[config.mk]
export PLATFORM = sky130hd
export DESIGN_NAME = wheel_speed_period_meter
export DESIGN_NICKNAME = d
export VERILOG_FILES = /design/src/sv/wspm_pkg.sv /design/src/sv/wspm_fifo.sv /design/src/sv/wspm_front.sv /design/src/sv/wspm_div.sv /design/src/sv/wspm_back.sv /design/src/sv/wheel_speed_period_meter.sv
export VERILOG_INCLUDE_DIRS = /design/src /design/src/sv
export SDC_FILE = /design/constraint.sdc
export NUM_CORES = 2
export LEC_CHECK = 0
export BUFFER_PORTS_ARGS = -buffer_cell sky130_fd_sc_hd__buf_4
export CORE_MARGIN = 3
export CORE_UTILIZATION = 50
export DETAILED_ROUTE_END_ITERATION = 8
export GPL_ROUTABILITY_DRIVEN = 0
export GPL_TIMING_DRIVEN = 0
export PLACE_DENSITY = 0.66
export SYNTH_ARGS = -nofsm -noshare
export SYNTH_HDL_FRONTEND = slang
export SYNTH_SLANG_ARGS = --single-unit
[constraint.sdc]
create_clock -name clk -period 6.9 [get_ports clk]
set_input_delay 1.38 -clock clk [delete_from_list [all_inputs] [get_ports clk]]
set_output_delay 1.38 -clock clk [all_outputs]
set_load 0.1 [all_outputs]
[src/sv/assert_macros.svh]
// assertion helpers, empty when synthesizing
`ifndef ASSERT_MACROS_SVH
`define ASSERT_MACROS_SVH

`ifndef SYNTHESIS

`define WSPM_ASSERT(lbl, cond) \
    lbl: assert property (@(posedge clk) disable iff (!rst_n) (cond)) \
        else $error("assertion failed");

`define WSPM_ASSERT_IMPL(lbl, ante, cons) \
    lbl: assert property (@(posedge clk) disable iff (!rst_n) (ante) |-> (cons)) \
        else $error("assertion failed");

`else

`define WSPM_ASSERT(lbl, cond)

`define WSPM_ASSERT_IMPL(lbl, ante, cons)

`endif

`endif

[src/sv/wspm_pkg.sv]
package wspm_pkg;

    localparam int WHEELS_DEF = 4;

    localparam int PERIOD_W = 32;
    localparam int PSC_W    = 16;
    localparam int TEETH_W  = 8;
    localparam int WHEEL_W  = 2;
    localparam int CAP_W    = 32;
    localparam int FREQ_W   = 27;
    localparam int RPM_W    = 33;
    localparam int CFG_W    = 32;
    localparam int CFG_IDX_W = 2;

    localparam int S_DATA_W = 40;
    localparam int M_DATA_W = 64;

    localparam logic [CFG_IDX_W-1:0] REG_TIMER_PERIOD = 2'd0;
    localparam logic [CFG_IDX_W-1:0] REG_PRESCALER    = 2'd1;
    localparam logic [CFG_IDX_W-1:0] REG_TEETH_COUNT  = 2'd2;

    localparam logic [PERIOD_W-1:0] PERIOD_RST = 32'd65535;
    localparam logic [PSC_W-1:0]    PSC_RST    = 16'd0;
    localparam logic [TEETH_W-1:0]  TEETH_RST  = 8'd1;

    localparam logic [FREQ_W-1:0] CLOCK_HZ = 27'd96000000;

    localparam logic FUNC_CAPTURE  = 1'b0;
    localparam logic FUNC_OVERFLOW = 1'b1;

    // job kinds handed from front to back
    localparam logic [1:0] K_OVF      = 2'd0;
    localparam logic [1:0] K_CAP_KEEP = 2'd1;
    localparam logic [1:0] K_CAP_CALC = 2'd2;

    localparam logic [1:0] OVC_MAX    = 2'd3;
    localparam logic [1:0] STOP_LIMIT = 2'd2;

    localparam int QDEPTH = 4;
    localparam int QPTR_W = $clog2(QDEPTH);
    localparam int QCNT_W = $clog2(QDEPTH + 1);

    localparam int DIV_W     = 34;
    localparam int DIVISOR_W = 32;
    localparam int DIV_STEPS = DIV_W / 2;
    localparam int DIV_CNT_W = $clog2(DIV_STEPS);

    typedef struct packed {
        logic [1:0]         kind;
        logic [WHEEL_W-1:0] wheel;
        logic [CAP_W-1:0]   interval;
        logic               stopped;
    } q_entry_t;

    typedef struct packed {
        logic                 start;
        logic [DIV_W-1:0]     dividend;
        logic [DIVISOR_W-1:0] divisor;
    } div_req_t;

    typedef struct packed {
        logic             done;
        logic [DIV_W-1:0] quotient;
    } div_rsp_t;

endpackage

[src/sv/wspm_fifo.sv]
`include "assert_macros.svh"

module wspm_fifo (
    input  logic                clk,
    input  logic                rst_n,
    input  logic                push,
    input  wspm_pkg::q_entry_t  push_data,
    output logic                full,
    input  logic                pop,
    output logic                avail,
    output wspm_pkg::q_entry_t  pop_data
);
    import wspm_pkg::*;

    q_entry_t            mem_reg [QDEPTH];
    logic [QPTR_W-1:0]   wr_ptr_reg;
    logic [QPTR_W-1:0]   rd_ptr_reg;
    logic [QCNT_W-1:0]   cnt_reg;

    assign full     = (cnt_reg == QCNT_W'(QDEPTH));
    assign avail    = (cnt_reg != '0);
    assign pop_data = mem_reg[rd_ptr_reg];

    always_ff @(posedge clk)
    begin
        if (push)
        begin
            mem_reg[wr_ptr_reg] <= push_data;
        end
    end

    always_ff @(posedge clk or negedge rst_n)
    begin
        if (!rst_n)
        begin
            wr_ptr_reg <= '0;
            rd_ptr_reg <= '0;
            cnt_reg    <= '0;
        end
        else
        begin
            if (push)
            begin
                wr_ptr_reg <= (wr_ptr_reg == QPTR_W'(QDEPTH - 1)) ? '0 : wr_ptr_reg + 1'b1;
            end
            if (pop)
            begin
                rd_ptr_reg <= (rd_ptr_reg == QPTR_W'(QDEPTH - 1)) ? '0 : rd_ptr_reg + 1'b1;
            end
            if (push && !pop)
            begin
                cnt_reg <= cnt_reg + 1'b1;
            end
            else if (pop && !push)
            begin
                cnt_reg <= cnt_reg - 1'b1;
            end
        end
    end

    `WSPM_ASSERT_IMPL(a_no_push_full, full, !push)
    `WSPM_ASSERT_IMPL(a_no_pop_empty, !avail, !pop)

endmodule

[src/sv/wspm_front.sv]
module wspm_front #(
    parameter int WHEELS = wspm_pkg::WHEELS_DEF
) (
    input  logic                              clk,
    input  logic                              rst_n,
    input  logic                              in_valid,
    output logic                              in_ready,
    input  logic                              func,
    input  logic [wspm_pkg::WHEEL_W-1:0]      wheel,
    input  logic [wspm_pkg::CAP_W-1:0]        capture_value,
    input  logic [wspm_pkg::PERIOD_W-1:0]     timer_period,
    output logic                              push,
    output wspm_pkg::q_entry_t                push_data,
    input  logic                              full
);
    import wspm_pkg::*;

    localparam int IW = (WHEELS > 1) ? $clog2(WHEELS) : 1;

    logic [CAP_W-1:0] last_reg [WHEELS];
    logic [1:0]       ovc_reg  [WHEELS];

    logic             take;
    logic             in_range;
    logic [IW-1:0]    widx;
    logic [1:0]       ovc;
    logic [1:0]       ovc_inc;
    logic [CAP_W-1:0] interval;

    assign in_ready = !full;
    assign take     = in_valid && !full;
    assign in_range = ({30'd0, wheel} < 32'(WHEELS));
    assign widx     = IW'(wheel);
    assign ovc      = ovc_reg[widx];
    assign ovc_inc  = (ovc == OVC_MAX) ? OVC_MAX : ovc + 2'd1;
    // one overflow adds a period; two or more never reach the divider
    assign interval = capture_value + ((ovc == 2'd1) ? timer_period : '0) - last_reg[widx];

    always_comb
    begin
        push_data.wheel    = wheel;
        push_data.interval = interval;
        if (func == FUNC_OVERFLOW)
        begin
            push_data.kind    = K_OVF;
            push_data.stopped = (ovc_inc >= STOP_LIMIT);
        end
        else
        begin
            push_data.kind    = (interval != '0 && ovc < STOP_LIMIT) ? K_CAP_CALC : K_CAP_KEEP;
            push_data.stopped = 1'b0;
        end
    end

    assign push = take && in_range;

    always_ff @(posedge clk or negedge rst_n)
    begin
        if (!rst_n)
        begin
            for (int i = 0; i < WHEELS; i++)
            begin
                last_reg[i] <= '0;
                ovc_reg[i]  <= '0;
            end
        end
        else if (push)
        begin
            if (func == FUNC_OVERFLOW)
            begin
                ovc_reg[widx] <= ovc_inc;
            end
            else
            begin
                ovc_reg[widx]  <= '0;
                last_reg[widx] <= capture_value;
            end
        end
    end

endmodule

[src/sv/wspm_div.sv]
module wspm_div (
    input  logic               clk,
    input  logic               rst_n,
    input  wspm_pkg::div_req_t req,
    output wspm_pkg::div_rsp_t rsp
);
    import wspm_pkg::*;

    logic [DIV_W-1:0]     q_reg;
    logic [DIVISOR_W-1:0] rem_reg;
    logic [DIVISOR_W-1:0] d_reg;
    logic [DIV_CNT_W-1:0] cnt_reg;
    logic                 run_reg;
    logic                 done_reg;

    logic [DIVISOR_W:0]   r1;
    logic [DIVISOR_W:0]   r2;
    logic                 ge1;
    logic                 ge2;
    logic [DIVISOR_W-1:0] r1n;
    logic [DIVISOR_W-1:0] r2n;
    logic [DIV_W-1:0]     q_next;

    // two restoring steps per cycle
    always_comb
    begin
        r1     = {rem_reg, q_reg[DIV_W-1]};
        ge1    = (r1 >= {1'b0, d_reg});
        r1n    = ge1 ? DIVISOR_W'(r1 - {1'b0, d_reg}) : DIVISOR_W'(r1);
        r2     = {r1n, q_reg[DIV_W-2]};
        ge2    = (r2 >= {1'b0, d_reg});
        r2n    = ge2 ? DIVISOR_W'(r2 - {1'b0, d_reg}) : DIVISOR_W'(r2);
        q_next = {q_reg[DIV_W-3:0], ge1, ge2};
    end

    always_ff @(posedge clk)
    begin
        if (req.start)
        begin
            q_reg   <= req.dividend;
            rem_reg <= '0;
            d_reg   <= req.divisor;
        end
        else if (run_reg)
        begin
            q_reg   <= q_next;
            rem_reg <= r2n;
        end
    end

    always_ff @(posedge clk or negedge rst_n)
    begin
        if (!rst_n)
        begin
            run_reg  <= 1'b0;
            done_reg <= 1'b0;
            cnt_reg  <= '0;
        end
        else
        begin
            done_reg <= 1'b0;
            if (req.start)
            begin
                run_reg <= 1'b1;
                cnt_reg <= '0;
            end
            else if (run_reg)
            begin
                cnt_reg <= cnt_reg + 1'b1;
                if (cnt_reg == DIV_CNT_W'(DIV_STEPS - 1))
                begin
                    run_reg  <= 1'b0;
                    done_reg <= 1'b1;
                end
            end
        end
    end

    assign rsp.done     = done_reg;
    assign rsp.quotient = q_reg;

endmodule

[src/sv/wspm_back.sv]
`include "assert_macros.svh"

module wspm_back #(
    parameter int WHEELS = wspm_pkg::WHEELS_DEF
) (
    input  logic                           clk,
    input  logic                           rst_n,
    input  logic                           avail,
    input  wspm_pkg::q_entry_t             pop_data,
    output logic                           pop,
    input  logic [wspm_pkg::PSC_W-1:0]     prescaler,
    input  logic [wspm_pkg::TEETH_W-1:0]   teeth_count,
    output wspm_pkg::div_req_t             div_req,
    input  wspm_pkg::div_rsp_t             div_rsp,
    output logic                           out_valid,
    input  logic                           out_ready,
    output logic [wspm_pkg::WHEEL_W-1:0]   wheel_out,
    output logic [wspm_pkg::FREQ_W-1:0]    frequency,
    output logic [wspm_pkg::RPM_W-1:0]     speed_rpm,
    output logic                           updated,
    output logic                           stopped
);
    import wspm_pkg::*;

    localparam int IW = (WHEELS > 1) ? $clog2(WHEELS) : 1;

    localparam logic [2:0] ST_IDLE = 3'd0;
    localparam logic [2:0] ST_TICK = 3'd1;
    localparam logic [2:0] ST_FREQ = 3'd2;
    localparam logic [2:0] ST_RPM  = 3'd3;
    localparam logic [2:0] ST_OUT  = 3'd4;

    logic [2:0]         state_reg;
    logic [2:0]         state_next;
    q_entry_t           ent_reg;
    div_req_t           req_reg;

    logic [FREQ_W-1:0]  freq_st_reg [WHEELS];
    logic [RPM_W-1:0]   rpm_st_reg  [WHEELS];

    logic [FREQ_W-1:0]  tick_reg;
    logic [PSC_W-1:0]   tick_psc_reg;
    logic               tick_ok_reg;
    logic [FREQ_W-1:0]  freq_new_reg;
    logic               freq_pending_reg;

    logic               out_valid_reg;
    logic [WHEEL_W-1:0] wheel_out_reg;
    logic [FREQ_W-1:0]  freq_out_reg;
    logic [RPM_W-1:0]   rpm_out_reg;
    logic               upd_reg;
    logic               stop_reg;

    logic               out_free;
    logic               tick_hit;
    logic [IW-1:0]      widx;
    logic [FREQ_W-1:0]  freq_q;
    logic [RPM_W-1:0]   freq_x60;
    logic [TEETH_W-1:0] teeth;
    logic               zero_freq;

    assign out_free  = !out_valid_reg || out_ready;
    assign tick_hit  = tick_ok_reg && (tick_psc_reg == prescaler);
    assign widx      = IW'(ent_reg.wheel);
    assign freq_q    = div_rsp.quotient[FREQ_W-1:0];
    assign freq_x60  = (RPM_W'(freq_new_reg) << 6) - (RPM_W'(freq_new_reg) << 2);
    assign teeth     = (teeth_count == '0) ? TEETH_W'(1) : teeth_count;
    assign zero_freq = (ent_reg.kind == K_OVF) && ent_reg.stopped;
    assign pop       = (state_reg == ST_IDLE) && avail;

    always_comb
    begin
        state_next = state_reg;
        case (state_reg)
            ST_IDLE:
            begin
                if (avail)
                begin
                    if (pop_data.kind == K_CAP_CALC)
                    begin
                        state_next = tick_hit ? ST_FREQ : ST_TICK;
                    end
                    else
                    begin
                        state_next = ST_OUT;
                    end
                end
            end
            ST_TICK:
            begin
                if (div_rsp.done)
                begin
                    state_next = ST_FREQ;
                end
            end
            ST_FREQ:
            begin
                if (div_rsp.done)
                begin
                    state_next = ST_RPM;
                end
            end
            ST_RPM:
            begin
                if (div_rsp.done)
                begin
                    state_next = ST_OUT;
                end
            end
            ST_OUT:
            begin
                if (out_free)
                begin
                    state_next = ST_IDLE;
                end
            end
            default:
            begin
                state_next = ST_IDLE;
            end
        endcase
    end

    always_ff @(posedge clk)
    begin
        if (pop)
        begin
            ent_reg <= pop_data;
        end
        if (state_reg == ST_TICK && div_rsp.done)
        begin
            tick_reg     <= div_rsp.quotient[FREQ_W-1:0];
            tick_psc_reg <= prescaler;
        end
        if (state_reg == ST_FREQ && div_rsp.done)
        begin
            freq_new_reg <= freq_q;
        end
    end

    always_ff @(posedge clk or negedge rst_n)
    begin
        if (!rst_n)
        begin
            state_reg     <= ST_IDLE;
            req_reg       <= '0;
            tick_ok_reg   <= 1'b0;
            out_valid_reg <= 1'b0;
            wheel_out_reg <= '0;
            freq_out_reg  <= '0;
            rpm_out_reg   <= '0;
            upd_reg       <= 1'b0;
            stop_reg      <= 1'b0;
            for (int i = 0; i < WHEELS; i++)
            begin
                freq_st_reg[i] <= '0;
                rpm_st_reg[i]  <= '0;
            end
        end
        else
        begin
            state_reg     <= state_next;
            req_reg.start <= 1'b0;
            if (out_valid_reg && out_ready)
            begin
                out_valid_reg <= 1'b0;
            end
            case (state_reg)
                ST_IDLE:
                begin
                    if (avail && pop_data.kind == K_CAP_CALC)
                    begin
                        req_reg.start <= 1'b1;
                        if (tick_hit)
                        begin
                            req_reg.dividend <= DIV_W'(tick_reg);
                            req_reg.divisor  <= pop_data.interval;
                        end
                        else
                        begin
                            req_reg.dividend <= DIV_W'(CLOCK_HZ);
                            req_reg.divisor  <= DIVISOR_W'(prescaler) + 1'b1;
                        end
                    end
                end
                ST_TICK:
                begin
                    if (div_rsp.done)
                    begin
                        tick_ok_reg      <= 1'b1;
                        req_reg.start    <= 1'b1;
                        req_reg.dividend <= div_rsp.quotient;
                        req_reg.divisor  <= ent_reg.interval;
                    end
                end
                ST_FREQ:
                begin
                    if (div_rsp.done)
                    begin
                        // rpm dividend is built from freq_new_reg in the next state
                        req_reg.dividend <= '0;
                    end
                end
                ST_RPM:
                begin
                    if (div_rsp.done)
                    begin
                        freq_st_reg[widx] <= freq_new_reg;
                        rpm_st_reg[widx]  <= div_rsp.quotient[RPM_W-1:0];
                    end
                end
                ST_OUT:
                begin
                    if (out_free)
                    begin
                        if (zero_freq)
                        begin
                            freq_st_reg[widx] <= '0;
                        end
                        out_valid_reg <= 1'b1;
                        wheel_out_reg <= ent_reg.wheel;
                        freq_out_reg  <= zero_freq ? '0 : freq_st_reg[widx];
                        rpm_out_reg   <= rpm_st_reg[widx];
                        upd_reg       <= (ent_reg.kind == K_CAP_CALC);
                        stop_reg      <= ent_reg.stopped;
                    end
                end
                default:
                begin
                    req_reg.start <= 1'b0;
                end
            endcase
            // rpm division is requested in the cycle after the frequency is latched
            if (state_reg == ST_RPM && !div_rsp.done && req_reg.dividend == '0
                && !req_reg.start && freq_pending_reg)
            begin
                req_reg.start    <= 1'b1;
                req_reg.dividend <= DIV_W'(freq_x60);
                req_reg.divisor  <= DIVISOR_W'(teeth);
            end
        end
    end

    always_ff @(posedge clk or negedge rst_n)
    begin
        if (!rst_n)
        begin
            freq_pending_reg <= 1'b0;
        end
        else if (state_reg == ST_FREQ && div_rsp.done)
        begin
            freq_pending_reg <= 1'b1;
        end
        else if (state_reg == ST_RPM)
        begin
            freq_pending_reg <= 1'b0;
        end
    end

    assign div_req   = req_reg;
    assign out_valid = out_valid_reg;
    assign wheel_out = wheel_out_reg;
    assign frequency = freq_out_reg;
    assign speed_rpm = rpm_out_reg;
    assign updated   = upd_reg;
    assign stopped   = stop_reg;

    `WSPM_ASSERT_IMPL(a_upd_not_stopped, out_valid_reg, !(upd_reg && stop_reg))
    `WSPM_ASSERT_IMPL(a_stopped_zero_freq, out_valid_reg && stop_reg, freq_out_reg == '0)
    `WSPM_ASSERT_IMPL(a_done_in_div, div_rsp.done,
        state_reg == ST_TICK || state_reg == ST_FREQ || state_reg == ST_RPM)

endmodule

[src/sv/wheel_speed_period_meter.sv]
// wheel speed period meter
// input channel s_*: one item per timer event; s_tuser is the event kind
// (capture edge or timer overflow), s_tdata holds the wheel and the captured count
// output channel m_*: one item per accepted event of a wheel below WHEELS, carrying
// the wheel, its stored frequency and rpm, and the updated and stopped flags;
// events for a wheel index of WHEELS or more are taken and give no item
// cfg_we/cfg_index/cfg_data write timer period, prescaler and teeth count, idle only
// the front takes an event per cycle while its four-entry queue has room, computes
// the interval and keeps the per-wheel overflow count and last capture
// the back runs one shared divider at two quotient bits per cycle
// a capture that yields a new frequency holds the back for a divide by the interval
// and then the rpm divide, with a tick-rate divide first when none was done yet or
// the prescaler changed since the last one; overflow and no-update events skip the divider
// reset clears all wheel state to zero and loads the register defaults
// a stalled receiver holds the output register; the back waits on it, the queue
// fills and s_tready falls when the queue is full
module wheel_speed_period_meter #(
    parameter int WHEELS = wspm_pkg::WHEELS_DEF
) (
    input  logic                                 clk,
    input  logic                                 rst_n,
    input  logic                                 s_tvalid,
    output logic                                 s_tready,
    input  logic [wspm_pkg::S_DATA_W-1:0]        s_tdata,   // wheel, capture_value, zero pad
    input  logic                                 s_tuser,   // func
    output logic                                 m_tvalid,
    input  logic                                 m_tready,
    output logic [wspm_pkg::M_DATA_W-1:0]        m_tdata,   // wheel_out, frequency, speed_rpm, pad
    output logic [1:0]                           m_tuser,   // updated, stopped
    input  logic                                 cfg_we,
    input  logic [wspm_pkg::CFG_IDX_W-1:0]       cfg_index,
    input  logic [wspm_pkg::CFG_W-1:0]           cfg_data
);
    import wspm_pkg::*;

    logic [PERIOD_W-1:0] period_reg;
    logic [PSC_W-1:0]    psc_reg;
    logic [TEETH_W-1:0]  teeth_reg;

    logic                push;
    q_entry_t            push_data;
    logic                full;
    logic                pop;
    logic                avail;
    q_entry_t            pop_data;
    div_req_t            div_req;
    div_rsp_t            div_rsp;

    logic [WHEEL_W-1:0]  wheel_out;
    logic [FREQ_W-1:0]   frequency;
    logic [RPM_W-1:0]    speed_rpm;
    logic                updated;
    logic                stopped;

    always_ff @(posedge clk or negedge rst_n)
    begin
        if (!rst_n)
        begin
            period_reg <= PERIOD_RST;
            psc_reg    <= PSC_RST;
            teeth_reg  <= TEETH_RST;
        end
        else if (cfg_we)
        begin
            case (cfg_index)
                REG_TIMER_PERIOD: period_reg <= cfg_data[PERIOD_W-1:0];
                REG_PRESCALER:    psc_reg    <= cfg_data[PSC_W-1:0];
                REG_TEETH_COUNT:  teeth_reg  <= cfg_data[TEETH_W-1:0];
                default:          period_reg <= period_reg;
            endcase
        end
    end

    wspm_front #(.WHEELS(WHEELS)) u_front (
        .clk           (clk),
        .rst_n         (rst_n),
        .in_valid      (s_tvalid),
        .in_ready      (s_tready),
        .func          (s_tuser),
        .wheel         (s_tdata[WHEEL_W-1:0]),
        .capture_value (s_tdata[WHEEL_W+CAP_W-1:WHEEL_W]),
        .timer_period  (period_reg),
        .push          (push),
        .push_data     (push_data),
        .full          (full)
    );

    wspm_fifo u_fifo (
        .clk       (clk),
        .rst_n     (rst_n),
        .push      (push),
        .push_data (push_data),
        .full      (full),
        .pop       (pop),
        .avail     (avail),
        .pop_data  (pop_data)
    );

    wspm_div u_div (
        .clk   (clk),
        .rst_n (rst_n),
        .req   (div_req),
        .rsp   (div_rsp)
    );

    wspm_back #(.WHEELS(WHEELS)) u_back (
        .clk         (clk),
        .rst_n       (rst_n),
        .avail       (avail),
        .pop_data    (pop_data),
        .pop         (pop),
        .prescaler   (psc_reg),
        .teeth_count (teeth_reg),
        .div_req     (div_req),
        .div_rsp     (div_rsp),
        .out_valid   (m_tvalid),
        .out_ready   (m_tready),
        .wheel_out   (wheel_out),
        .frequency   (frequency),
        .speed_rpm   (speed_rpm),
        .updated     (updated),
        .stopped     (stopped)
    );

    assign m_tdata = {(M_DATA_W - WHEEL_W - FREQ_W - RPM_W)'(0), speed_rpm, frequency, wheel_out};
    assign m_tuser = {stopped, updated};

endmodule

After elaboration in Yosys (flattened, before gate mapping):

Memories as Yosys holds them, arrays and structs flattened.
Cells that the tools add are included.

* register bits: 788
* RAM bits: 148
* input port bits: 80
* word-level logic and storage cells: 222
* memories: 1

* add/subtract/negate cells: 12
* order comparisons: 8
* equality and inequality tests: 24
* multiplexer cells: 75
* bitwise gates (word level): 7
* reduce and logical (&&, ||, !) cells: 48

Memories
* u_fifo.mem_reg: words 4, bits a word 37, read ports 1, clocked after memory_dff 0, wr ports 1, line wspm_fifo.sv:15 `q_entry_t mem_reg [QDEPTH];`

Operators by type and width (number)
* two-way mux 108 bit: 3
* one-hot mux 108 bit (2 select lines): 1
* two-way mux 67 bit: 3
* two-way mux 32 bit: 6
* bitwise mux 132 bit: 1
* bitwise mux 128 bit: 1
* AND 108 bit: 1
* bitwise mux 108 bit: 1
* two-way mux 27 bit: 4
* inverter 108 bit: 1
* two-way mux 34 bit: 3
* one-hot mux 34 bit (3 select lines): 1
* two-way mux 33 bit: 3
* subtractor 32 bit: 3
* binary-select mux 33 bit (select 2 bit): 1
* demux 33 bit (select 2 bit): 1
* greater-or-equal comparator 33 x 32 -> 1 bit: 2
* binary-select mux 32 bit (select 2 bit): 1
* demux 32 bit (select 2 bit): 1
* one-hot mux 32 bit (2 select lines): 1
* two-way mux 59 bit: 1
* binary-select mux 27 bit (select 2 bit): 1
* demux 27 bit (select 2 bit): 1
* zero test 34 bit: 1
* 50 further kinds: 131

Longest topological paths before layout:

* depth after elaboration: 12
* depth in mapped cells: 25
* mapped depth without buffers: 23

Hierarchy:

A second synthesis with hierarchy kept.

* cell total of the unflattened synthesis: 3910
* area total of the unflattened synthesis: 47082.7 sq um

Modules (own cells, without submodules)
* wspm_back: times used 1, cells an instance 1799, area an instance 21660.8 sq um
* wspm_front: times used 1, cells an instance 824, area an instance 9208.8 sq um
* wspm_div: times used 1, cells an instance 933, area an instance 8320.5 sq um
* wspm_fifo: times used 1, cells an instance 230, area an instance 5746.8 sq um
* wheel_speed_period_meter: times used 1, cells an instance 124, area an instance 2145.8 sq um

Worst setup path after synthesis:

No wires, ideal clock.

* kind: input to register
* from: input s_tdata[0] (netlist name)
* to: memory u_fifo.mem_reg[0][36] (netlist name), data pin
* data arrival time: 6.857 ns
* data required time: 6.631 ns
* slack: -0.226 ns
* stages on the path: 18
* path buffers: 4
* cells stage by stage: clkbuf_1 -> buf_1 -> buf_1 -> mux4_2 -> fa_1 -> inv_1 -> ha_1 -> buf_6 -> a21o_1 -> a221oi_2 -> o2111ai_1 -> a2111oi_2 -> o221ai_1 -> or4_1 -> nor4b_2 -> o2111ai_1 -> or4_4 -> o31a_1

RTL lines
* start, declared: line wheel_speed_period_meter.sv:24 `input logic [wspm_pkg::S_DATA_W-1:0] s_tdata,`
* end, declared: line wspm_fifo.sv:15

Final worst setup path:

* from: register u_div.d_reg[4]
* to: register u_div.q_reg[0], data pin

* longest elaborated chain between the ends: 5

Ends and longest elaborated chain
* start, declared: line wspm_div.sv:11 `logic [DIVISOR_W-1:0] d_reg;`
* start signal, assigned: line wspm_div.sv:42 `d_reg <= req.divisor;`
* subtractor 32 bit or greater-or-equal comparator 33 x 32 -> 1 bit (tied branches): line wspm_div.sv:29, wspm_div.sv:28
* two-way mux 32 bit: line wspm_div.sv:29 `r1n = ge1 ? DIVISOR_W'(r1 - {1'b0, d_reg}) : DIVISOR_W'(r1);`
* greater-or-equal comparator 33 x 32 -> 1 bit (*): line wspm_div.sv:31 `ge2 = (r2 >= {1'b0, d_reg});`
* two-way mux 34 bit (*): line wspm_div.sv:44 `else if (run_reg)`
* two-way mux 34 bit (*): line wspm_div.sv:38 `if (req.start)`
* end signal, assigned: line wspm_div.sv:40 `q_reg <= req.dividend;`
* end signal, assigned: line wspm_div.sv:46 `q_reg <= q_next;`
* end, declared: line wspm_div.sv:9 `logic [DIV_W-1:0] q_reg;`

Mark *: on every way between the ends. The rest lies on a longest branch, timed or not. The select of a mux whose other input is x is not followed.
A chain may end at the register's enable or synchronous reset.

==> results.json <==
{
  "pre_cts_ws_ns": -1.65,
  "synth.distinct_cells": 91,
  "maxSlewViolCount": 0,
  "start_util": 0.507,
  "synth_edf_count": 321,
  "cp.arrival_ns": 7.04,
  "ys_seq_area_frac": 0.542,
  "place_hpwl_microns": 83700,
  "diodes": 0,
  "die_height_microns": 309,
  "largest_reg_flops": 148,
  "cts_hold_buf": 0,
  "grt_pass1_vias": 31100,
  "finalCriticalPeriod_ns": 6.62,
  "syn-instance-count": 3807,
  "drv_cap": 0,
  "worstMarginPinSlew_ns": 1.26,
  "status": "completed",
  "final.setup_skew_ns": 0.0303,
  "hold_viol_final": 0,
  "clkSlewWorstSetupHoldPaths_ns": 0.06,
  "drtPass1Iterations": 5,
  "cp_max_fo": 10,
  "drc": 0,
  "fin_crit_sh": 0.959,
  "die_area_sq_um": 95400,
  "netlist_area_sq_um": 45900,
  "wirelength_microns": 117000,
  "finalSetupViolCount": 0,
  "cp-end-kind": "register",
  "multiInputGateArea_sq_um": 19600,
  "ys_seq_elements": 936,
  "min_path_type": "reg -> reg",
  "tritoncts": "built",
  "fin_nets": 4304,
  "cp.required_ns": 7.33,
  "leakage_nw": 22.4,
  "p_per_area_nw_per_um2": 568,
  "cts_max_path_buffers": 3,
  "placementRows": 110,
  "seqCellArea_sq_um": 24900,
  "root_buffer": "clkbuf_16",
  "slew_headroom": 0.153,
  "synth.avg_cell_area_sq_um": 12.1,
  "cts.sinks": 936,
  "crit_path_start_kind": "register",
  "clock_latency_ns": 0.68,
  "antenna_found_initial": 2,
  "cts-buffers-inserted": 100,
  "holdWs_ns": 0.433,
  "setup_ws_ns": 0.283,
  "routedWlPerCell_microns": 22.0,
  "die_w_microns": 309,
  "coreArea_sq_um": 90600,
  "areaGrowthSynthToFinish_pct": 13.9,
  "fmax_ghz": 0.151,
  "post_drt_via_cell_ratio": 5.90,
  "irDropWorstVdd_v": 0.000286,
  "ys_warn_count": 0,
  "vias": 31400,
  "synthFlopType": "dfrtp_1",
  "io_buffers": 138,
  "synth_top_cell_by_area": "dfrtp_1",
  "synthArstFlopShare": 0.623,
  "htreeDepth": 3,
  "synth_area_leaders": "dfrtp_1 31%, edfxtp_1 21%, mux2_2 8.0%",
  "netlist.area_leader.share": 0.309,
  "io_pins": 148,
  "grt_pass1_wl_microns": 183000,
  "drive_gt1_frac": 0.205,
  "grt_max_degree": 120,
  "num-fill-cells": 7486,
  "critical_path_class": "reg -> reg",
  "grt-ovfl-total": 0,
  "ant_nets": 0,
  "gr-usage-all-layers": 0.247,
  "dr.first_iter.drc_count": 2594,
  "finalPower_mw": 29.7
}
==> cell usage after synthesis (all sizes together) (45+ instances only) <==
| cell type | number |
|---|---|
| nand2 | 408 |
| clkbuf | 157 |
| xor2 | 51 |
| dfrtp | 566 |
| a21o | 62 |
| nor2 | 163 |
| o21ai | 337 |
| inv | 204 |
| nor3 | 45 |
| mux4 | 131 |
| ha | 129 |
| edfxtp | 321 |
| mux2 | 324 |
| a21oi | 182 |
| xnor2 | 78 |
| nand3 | 55 |
==> final cells by class <==
cell class | instances | share of cell area
Clock inverter | 53 | 0.0111
Multi-Input combinational cell | 2478 | 0.375
Tap cell | 1176 | 0.0281
Buffer | 187 | 0.0151
Timing Repair Buffer | 152 | 0.0251
Clock buffer | 135 | 0.0543
Inverter | 206 | 0.0148
Sequential cell | 936 | 0.476
==> routing by layer <==
| metal | vias up | wire length (microns) | global-route usage | part of all wire |
|---|---|---|---|---|
| met5 | - | 0 | 0 | 0 |
| met4 | 0 | 2550 | 0.0631 | 0.022 |
| met3 | 149 | 6610 | 0.0380 | 0.057 |
| met2 | 901 | 54500 | 0.392 | 0.47 |
| met1 | 15900 | 53200 | 0.359 | 0.46 |
| li1 | 14400 | - | - | - |
==> worst max-delay path: stages (launching register included) <==
cell and delay (ns):
edfxtp_1 0.35, inv_1 0.09, ha_1 0.39, nand2_1 0.14
a211o_1 0.33, a2111oi_4 0.46, o31ai_2 0.17, a21o_1 0.30
a21o_1 0.22, buf_2 0.22, nand2_2 0.22, buf_4 0.31
mux2_2 0.38, ha_1 0.39, o21a_1 0.22, o31a_1 0.13
o31ai_1 0.42, and3_1 0.27, o2111ai_1 0.20, nand3_1 0.18
o2111ai_1 0.14, buf_4 0.22, clkbuf_4 0.27, mux2_2 0.33
==> power breakdown <==
| part | internal (mW) | switching (mW) | total [mW] |
|---|---|---|---|
| Sequential | 8.39 | 1.19 | 9.58 |
| Clock | 3.27 | 2.28 | 5.55 |
| Combinational | 5.90 | 8.67 | 14.6 |
| Total | 17.6 | 12.1 | 29.7 |
==> layout by cell type (no fill, tap or decap), types with 33 or more instances in the layout <==
master | netlist | routed
dfrtp_1 | 566 | 565
nand2_1 | 408 | 407
o21ai_0 | 334 | 332
mux2_2 | 324 | 324
edfxtp_1 | 321 | 321
inv_1 | 204 | 202
a21oi_1 | 182 | 180
clkbuf_1 | 157 | 166
nor2_1 | 163 | 163
buf_4 | 7 | 151
mux4_2 | 131 | 131
ha_1 | 129 | 129
clkbuf_16 | 0 | 104
xnor2_1 | 78 | 77
a21o_1 | 62 | 62
nand3_1 | 55 | 55
xor2_1 | 51 | 50
nor3_1 | 45 | 45
a211oi_1 | 38 | 38
fa_1 | 34 | 33
==> path summary, 6_finish.rpt <==
| path | from | depth (start not counted) | slack, ns | to |
|---|---|---|---|---|
| max | u_div.d_reg[4] | 23 | 0.28 | u_div.q_reg[0] |
| min reg2reg | u_back.div_req[21] | 0 | 0.43 | u_div.d_reg[21] |
| min | u_back.div_req[21] | 0 | 0.43 | u_div.d_reg[21] |
| min in group asynchronous | rst_n | 1 | 0.55 | u_back.rpm_st_reg[60] |
| max reg2reg | u_div.d_reg[4] | 23 | 0.28 | u_div.q_reg[0] |
| max in group asynchronous | rst_n | 4 | 4.40 | u_front.last_reg[44] |
==> through the flow <==
step                utilization  setup TNS (ns)  cell area [sq um]  cells
floorplan                     -               0              45900   3808
global placement          0.534        -1309.11              48400   5122
detailed placement        0.538          -29.13              48700   5134
CTS                       0.576               0              52200   5322
global route              0.577         -0.0552              52300   5323
finish                    0.577               0              52300   5323
==> kinds of logic (layout without fill, tap and decap cells) <==
logic type,count (synthesis),after routing,share of synthesized area
flops,936,936,0.542
compound gates,863,863,0.117
simple gates,834,834,0.0818
mux,487,487,0.151
buf+inv,394,733,0.0331
fa+ha+maj,163,163,0.0500
xor+xnor,129,129,0.0246
other cells,1,2,0.0000817
==> what timing repair did <==
item / in CTS / in global routing
resized for setup: 21 / 31
pin swaps: 1 / 2
buffers inserted: 1 / 1
endpoints found under the setup margin: 41 / 37
No activity file was read; power rests on OpenSTA's default activity.
